--- src/design/mmcs_pkg.sv ---
// mmcs_pkg: shared constants and types of the min/max contrast stretch block.
// Used by the divider unit and the top level; depends on nothing.
`timescale 1ns / 1ps

package mmcs_pkg;

  // frame store geometry
  localparam int MaxPixels = 131072;
  localparam int AddrW     = $clog2(MaxPixels);
  localparam int CountW    = $clog2(MaxPixels + 1);

  // pixel and product widths
  localparam int PixW = 8;
  localparam int NumW = 2 * PixW;
  localparam int StepW = $clog2(NumW);

  localparam logic [PixW-1:0] PixMax = {PixW{1'b1}};
  localparam logic [PixW-1:0] PixMin = {PixW{1'b0}};

  // request from the sequencer to the divider unit
  typedef struct packed {
    logic            start;
    logic [NumW-1:0] num;
    logic [PixW-1:0] den;
  } div_req_t;

  // answer from the divider unit, rounded and saturated
  typedef struct packed {
    logic            done;
    logic [PixW-1:0] result;
  } div_rsp_t;

endpackage

--- src/design/mmcs_div.sv ---
// mmcs_div: radix-2 restoring divider with round-half-even and saturation.
// Depends on mmcs_pkg for widths and the request/answer structs.
`timescale 1ns / 1ps

module mmcs_div (
  input  logic              clk_i,
  input  logic              rst_ni,
  input  mmcs_pkg::div_req_t req_i,
  output mmcs_pkg::div_rsp_t rsp_o
);

  logic                          busy_q;
  logic                          fin_q;
  logic [mmcs_pkg::StepW-1:0]    step_q;
  logic [mmcs_pkg::NumW-1:0]     quo_q;
  logic [mmcs_pkg::PixW-1:0]     rem_q;
  logic [mmcs_pkg::PixW-1:0]     den_q;

  logic                          last_step;
  logic [mmcs_pkg::PixW:0]       rem_sh;
  logic                          fits;
  logic [mmcs_pkg::PixW:0]       rem_sub;
  logic [mmcs_pkg::PixW-1:0]     rem_nx;

  logic [mmcs_pkg::PixW:0]       rem_twice;
  logic                          round_up;
  logic [mmcs_pkg::NumW:0]       quo_rnd;

  // one quotient bit per cycle
  assign last_step = (step_q == mmcs_pkg::StepW'(mmcs_pkg::NumW - 1));
  assign rem_sh    = {rem_q, quo_q[mmcs_pkg::NumW-1]};
  assign fits      = (rem_sh >= {1'b0, den_q});
  assign rem_sub   = rem_sh - {1'b0, den_q};
  assign rem_nx    = fits ? rem_sub[mmcs_pkg::PixW-1:0] : rem_sh[mmcs_pkg::PixW-1:0];

  // control
  always_ff @(posedge clk_i or negedge rst_ni) begin
    if (!rst_ni) begin
      busy_q <= 1'b0;
      fin_q  <= 1'b0;
      step_q <= '0;
    end else begin
      fin_q <= busy_q && last_step;
      if (req_i.start && !busy_q) begin
        busy_q <= 1'b1;
        step_q <= '0;
      end else if (busy_q) begin
        step_q <= step_q + mmcs_pkg::StepW'(1);
        if (last_step) begin
          busy_q <= 1'b0;
        end
      end
    end
  end

  // datapath
  always_ff @(posedge clk_i) begin
    if (req_i.start && !busy_q) begin
      quo_q <= req_i.num;
      rem_q <= '0;
      den_q <= req_i.den;
    end else if (busy_q) begin
      quo_q <= {quo_q[mmcs_pkg::NumW-2:0], fits};
      rem_q <= rem_nx;
    end
  end

  // round to nearest, ties to even, then clamp
  assign rem_twice = {rem_q, 1'b0};
  assign round_up  = (rem_twice > {1'b0, den_q}) ||
                     ((rem_twice == {1'b0, den_q}) && quo_q[0]);
  assign quo_rnd   = {1'b0, quo_q} + (mmcs_pkg::NumW + 1)'(round_up);

  always_comb begin
    rsp_o.done = fin_q;
    if (quo_rnd > {{(mmcs_pkg::NumW + 1 - mmcs_pkg::PixW){1'b0}}, mmcs_pkg::PixMax}) begin
      rsp_o.result = mmcs_pkg::PixMax;
    end else begin
      rsp_o.result = quo_rnd[mmcs_pkg::PixW-1:0];
    end
  end

endmodule

--- config.mk ---
export PLATFORM = sky130hd
export DESIGN_NAME = mmcs_div
export DESIGN_NICKNAME = d
export VERILOG_FILES = /design/src/design/mmcs_pkg.sv /design/src/design/mmcs_div.sv
export SDC_FILE = /design/constraint.sdc
export NUM_CORES = 1
export LEC_CHECK = 0
export ABC_AREA = 0
export BUFFER_PORTS_ARGS = -buffer_cell sky130_fd_sc_hd__buf_2
export CAP_MARGIN = 5
export CORE_ASPECT_RATIO = 0.75
export CORE_MARGIN = 5
export CORE_UTILIZATION = 50
export CTS_BUF_LIST = sky130_fd_sc_hd__clkbuf_4 sky130_fd_sc_hd__clkbuf_8
export CTS_CLUSTER_DIAMETER = 30
export DETAILED_ROUTE_END_ITERATION = 12
export HOLD_SLACK_MARGIN = 0.03
export PLACE_DENSITY = 0.84
export SLEW_MARGIN = 5
export SYNTH_ARGS = -nofsm -noshare
export SYNTH_HDL_FRONTEND = slang
export SYNTH_SLANG_ARGS = --single-unit
export TNS_END_PERCENT = 20
--- constraint.sdc ---
create_clock -name clk_i -period 3.1 [get_ports clk_i]
set_clock_uncertainty 0.15 [all_clocks]
set_input_delay 0.155 -clock clk_i [delete_from_list [all_inputs] [get_ports clk_i]]
set_output_delay 0.155 -clock clk_i [all_outputs]
set_load 0.05 [all_outputs]
# Word-level counts from Yosys, hierarchy flattened
# Index checks and enable logic that the tools add are counted.
# Widths: inputs -> output; s select.
# op_classes
addsub	3
muxes	9
reduce_logical	6
n_lt_le_gt_ge	3
n_eq_ne	2
# ops
cell	n
$mux 16	2
$add 16x1->17	1
$gt 17x8->1 const B	1
$mux 8	2
$eq 9x8->1	1
$ge 9x8->1	1
$gt 9x8->1	1
$mux 4	2
$sub 8x8->8	1
$add 4x1->4 const B	1
$eq 4x4->1 const B	1
$logic_and 1x1->1	3
$mux 1	3
$reduce_bool 2->1	1
$logic_not 1->1	1
$logic_or 1x1->1	1
# word_totals
regBits	38
output_inout_bits	9

# Depth between registers and ports, before layout
# depth
ltp_word	6
mapped_depth	14
depth_no_buf	13

# Worst setup path after synthesis
# OpenSTA, ideal clock, no wires.
# synth_path
path_type	register to output
start	register den_q[6] (netlist name)
end	output rsp_o[3] (netlist name)
slack_ns	-0.407
t_arrival_ns	3.202
n_path_buf	0
stages_incl_launch_ff	13
path_cell_list	edfxtp_1 inv_1 ha_1 a21o_2 a211oi_2 a32oi_1 ha_1 ha_1 nand3_1 nor2_1 a211o_1 a21oi_1 o21ai_0
# synth_rtl
item	line_no	source
start: declaration	mmcs_div.sv:17	logic [mmcs_pkg::PixW-1:0] den_q;
start signal: assignment	mmcs_div.sv:61	den_q <= req_i.den;
end: declaration	mmcs_div.sv:9	output mmcs_pkg::div_rsp_t rsp_o

==> impl_metrics.py <==
metrics = {
    "pwr": {
        "p_clk_frac": 0.120,
        "switching_power_mw": 1.46,
        "power.density_mw_per_mm2": 1060,
        "p_leak_nw": 1.39,
        "combPwrFrac": 0.570,
        "vdd_drop_max_mv": 0.752,
        "p_sw_frac": 0.412,
        "power.internal_mw": 2.09,
        "p_seq_frac": 0.310,
        "totalPowerFinal_mw": 3.55,
    },
    "cts": {
        "h-tree-depth": 2,
        "clk_pin_slew_ps": 70,
        "ctsRootBufferMaster": "clkbuf_8",
        "cts_buffers": 5,
        "cts_buffer_depth": 2,
        "cts.sinks": 38,
        "cts_tree": "yes",
        "clock_latency_ps": 320,
    },
    "timing": {
        "tightest_slew_ps": 854,
        "setup_viol": 17,
        "worst_slack_ps": -278,
        "maxSlewViolCount": 0,
        "relSlewSlack": 0.428,
        "period_share": 1.09,
        "rsz0062_at_grt": "true",
        "min_period_ps": 3380,
        "hold_violations": 0,
        "fmax_mhz": 296,
    },
    "critical_path": {
        "critPathKind": "register to output port",
        "arrival_ps": 3070,
        "critPathCaptureType": "output port",
        "path_max_fanout": 8,
        "critPathLaunchType": "register",
        "worstPathRequired_ps": 2790,
    },
    "logic_synthesis": {
        "yosys.area.top_type": "edfxtp_1",
        "synth_area_mm2": 0.00219,
        "syn_avg_cell_area_um2": 11.2,
        "ys_ff_latch": 38,
        "synthTopCellsByCount": "24 x edfxtp_1, 19 x nand2_1, 15 x inv_1, 15 x mux2_2, 11 x ha_1",
        "synthesis.nets": 235,
        "synthFlopType": "edfxtp_1",
        "yosys-top-cells-area": "edfxtp_1 33%, mux2_2 7.7%, dfxtp_1 7.3%",
        "seq_area_frac_synth": 0.471,
        "synth-edff-count": 24,
        "synth_warnings": 0,
        "yosysMostFrequentCell": "edfxtp_1",
        "async_reset_ff_frac": 0.158,
        "syn_inst": 196,
        "synthDistinctLibCells": 50,
        "synth_top_area_share": 0.330,
    },
    "cells_and_area": {
        "final_nets": 334,
        "drive_gt1_frac": 0.439,
        "synthToLayoutAreaGrowth_pct": 53.4,
        "fillers": 202,
        "antenna_cells": 0,
    },
    "outcome": {
        "status": "finished with violations",
        "violations": "setup timing",
    },
    "floorplanning": {
        "start_util": 0.530,
        "die_h_um": 67.3,
        "dieArea_mm2": 0.00581,
        "top_level_ports": 36,
        "num_rows": 20,
        "core_region_area_mm2": 0.00413,
        "die_x_um": 86.4,
    },
    "routing": {
        "drt_iter0_markers": 323,
        "vias": 2179,
        "avgViaCountPerCell": 6.21,
        "drtAntennaViolNets": 0,
        "drc": 0,
        "wl_per_cell_um": 22.2,
        "drt_wl_total_um": 7810,
        "first_pass_iters": 7,
    },
    "global_route": {
        "grt_pass1_vias": 2052,
        "grt_use_total": 0.238,
        "grt_antenna_before_repair": 0,
        "grt_pass1_wl_um": 10100,
        "grt_overflow": 0,
        "grt_max_degree": 18,
    },
    "placed_design": {
        "dp_slack_ps": -61.2,
        "dp_hpwl_um": 3590,
        "portBuffers": 35,
        "place_congestion": 0.904,
    },
    "flow_run": {
        "maxCapViolations": 0,
    },
    "min_path": {
        "hold_path_class": "input port to async pin",
    },
}
-- layer usage --
| layer | vias up | track usage | routed length [um] | part of all wire |
|---|---|---|---|---|
| met3 | 63 | 0.0817 | 728 | 0.093 |
| met2 | 172 | 0.408 | 3640 | 0.47 |
| met1 | 1021 | 0.259 | 2870 | 0.37 |
| met5 | - | 0 | 0 | 0 |
| li1 | 923 | - | - | - |
| met4 | 0 | 0.136 | 570 | 0.073 |
-- power groups by stage --
| stage | registers (mW) | logic [mW] | clock network [mW] |
|---|---|---|---|
| 3_5_place_dp | 1.03 | 1.40 | 0 |
| 5_1_grt | 1.11 | 2.13 | 0.446 |
| 2_1_floorplan | 0.956 | 1.09 | 0 |
| 6_report | 1.10 | 2.02 | 0.427 |
| 4_1_cts | 1.04 | 1.63 | 0.414 |
| 3_3_place_gp | 1.02 | 1.33 | 0 |
-- layout make-up --
cell class,count,area [um^2],area share
repair buffers,99,837,0.249
well taps,55,68.8,0.0205
multi-input cells,136,1250,0.374
inverters,15,56.3,0.0168
flip-flops and latches,38,1030,0.307
clock buffers,5,68.8,0.0205
clock inverters,3,40.0,0.0119
-- timing repair --
action                                 in CTS  in global routing
gates cloned                                0                  0
setup buffers                              17                  9
setup endpoints to repair                   8                 17
resized for setup                          40                 21
endpoints found under the hold margin      30                  0
hold buffers                               25                  0
pin swaps                                  13                 18
-- logic make-up (layout without fill, tap and decap cells) --
logic type | count (synthesis) | count (layout) | share of synthesized area
AND/OR/NAND/NOR | 49 | 49 | 0.110
AO/OA/AOI/OAI | 44 | 44 | 0.160
buffers and inverters | 22 | 122 | 0.0418
XOR/XNOR | 10 | 10 | 0.0400
adder cells (fa/ha/maj) | 12 | 12 | 0.0721
multiplexers | 21 | 21 | 0.105
flip-flops | 38 | 38 | 0.471
-- layout by cell type (no fill, tap or decap), drive strengths merged, types with 3 or more instances in the layout --
master       netlist  layout
edfxtp            24      24
mux2              15      15
buf                4      74
nor2b              3       3
nor2               8       8
nand4              3       3
clkbuf             3       5
inv               15      15
a31oi              4       4
xnor2              6       6
nand2b             3       3
o21ai             13      13
xor2               4       4
a21oi              5       5
dfrtp              6       6
mux2i              6       6
nand3              5       5
dlygate4sd3        0      25
ha                11      11
dfxtp              8       8
nor3               3       3
nand2             19      19
-- flip-flops by register name, indices dropped and copies added (netlist names) --
register and count:
busy_q 1, rem_q 8, fin_q 1, step_q 4, den_q 8, quo_q 16
-- worst max-delay path, cell delays in order, from the launching register on --
cell      delay (ps)
edfxtp_1         390
inv_1             60
ha_1             300
nand4_1          150
nor2_2           190
o21ai_2           90
a32oi_2          150
ha_2             230
ha_4             150
nand3_4           80
nor2_4           140
buf_6            110
nand4_1          150
a21oi_4          180
buf_12           160
o21ai_4           70
buf_6            150
-- per-stage QoR --
| stage | util | TNS (ps) | area (um^2) | cells | hold slack (ps) |
|---|---|---|---|---|---|
| 6_report | 0.813 | -3320 | 3360 | 351 | 38.7 |
| 5_1_grt | 0.813 | -4640 | 3360 | 351 | 75.5 |
| 4_1_cts | 0.775 | -777 | 3200 | 342 | 55.8 |
| 3_5_place_dp | 0.613 | -334 | 2530 | 292 | -165 |
| 3_3_place_gp | 0.613 | 0 | 2530 | 292 | -165 |
| 2_1_floorplan | - | -228 | 2220 | 196 | -291 |
-- worst paths after layout --
| check | from | end | slack [ps] | cells after the start |
|---|---|---|---|---|
| worst max-delay path | den_q[1] | rsp_o[3] | -280 | 16 |
| worst min-delay path | rst_ni | step_q[3] | 40 | 2 |
| worst max register to register | den_q[1] | rem_q[1] | -210 | 18 |
| worst min register to register | rem_q[6] | rem_q[6] | 360 | 2 |
| max in group asynchronous | rst_ni | busy_q | 2620 | 2 |
| min in group clk_i | req_i[24] | busy_q | 150 | 4 |
Note: power is estimated with default switching activity, not from simulation.
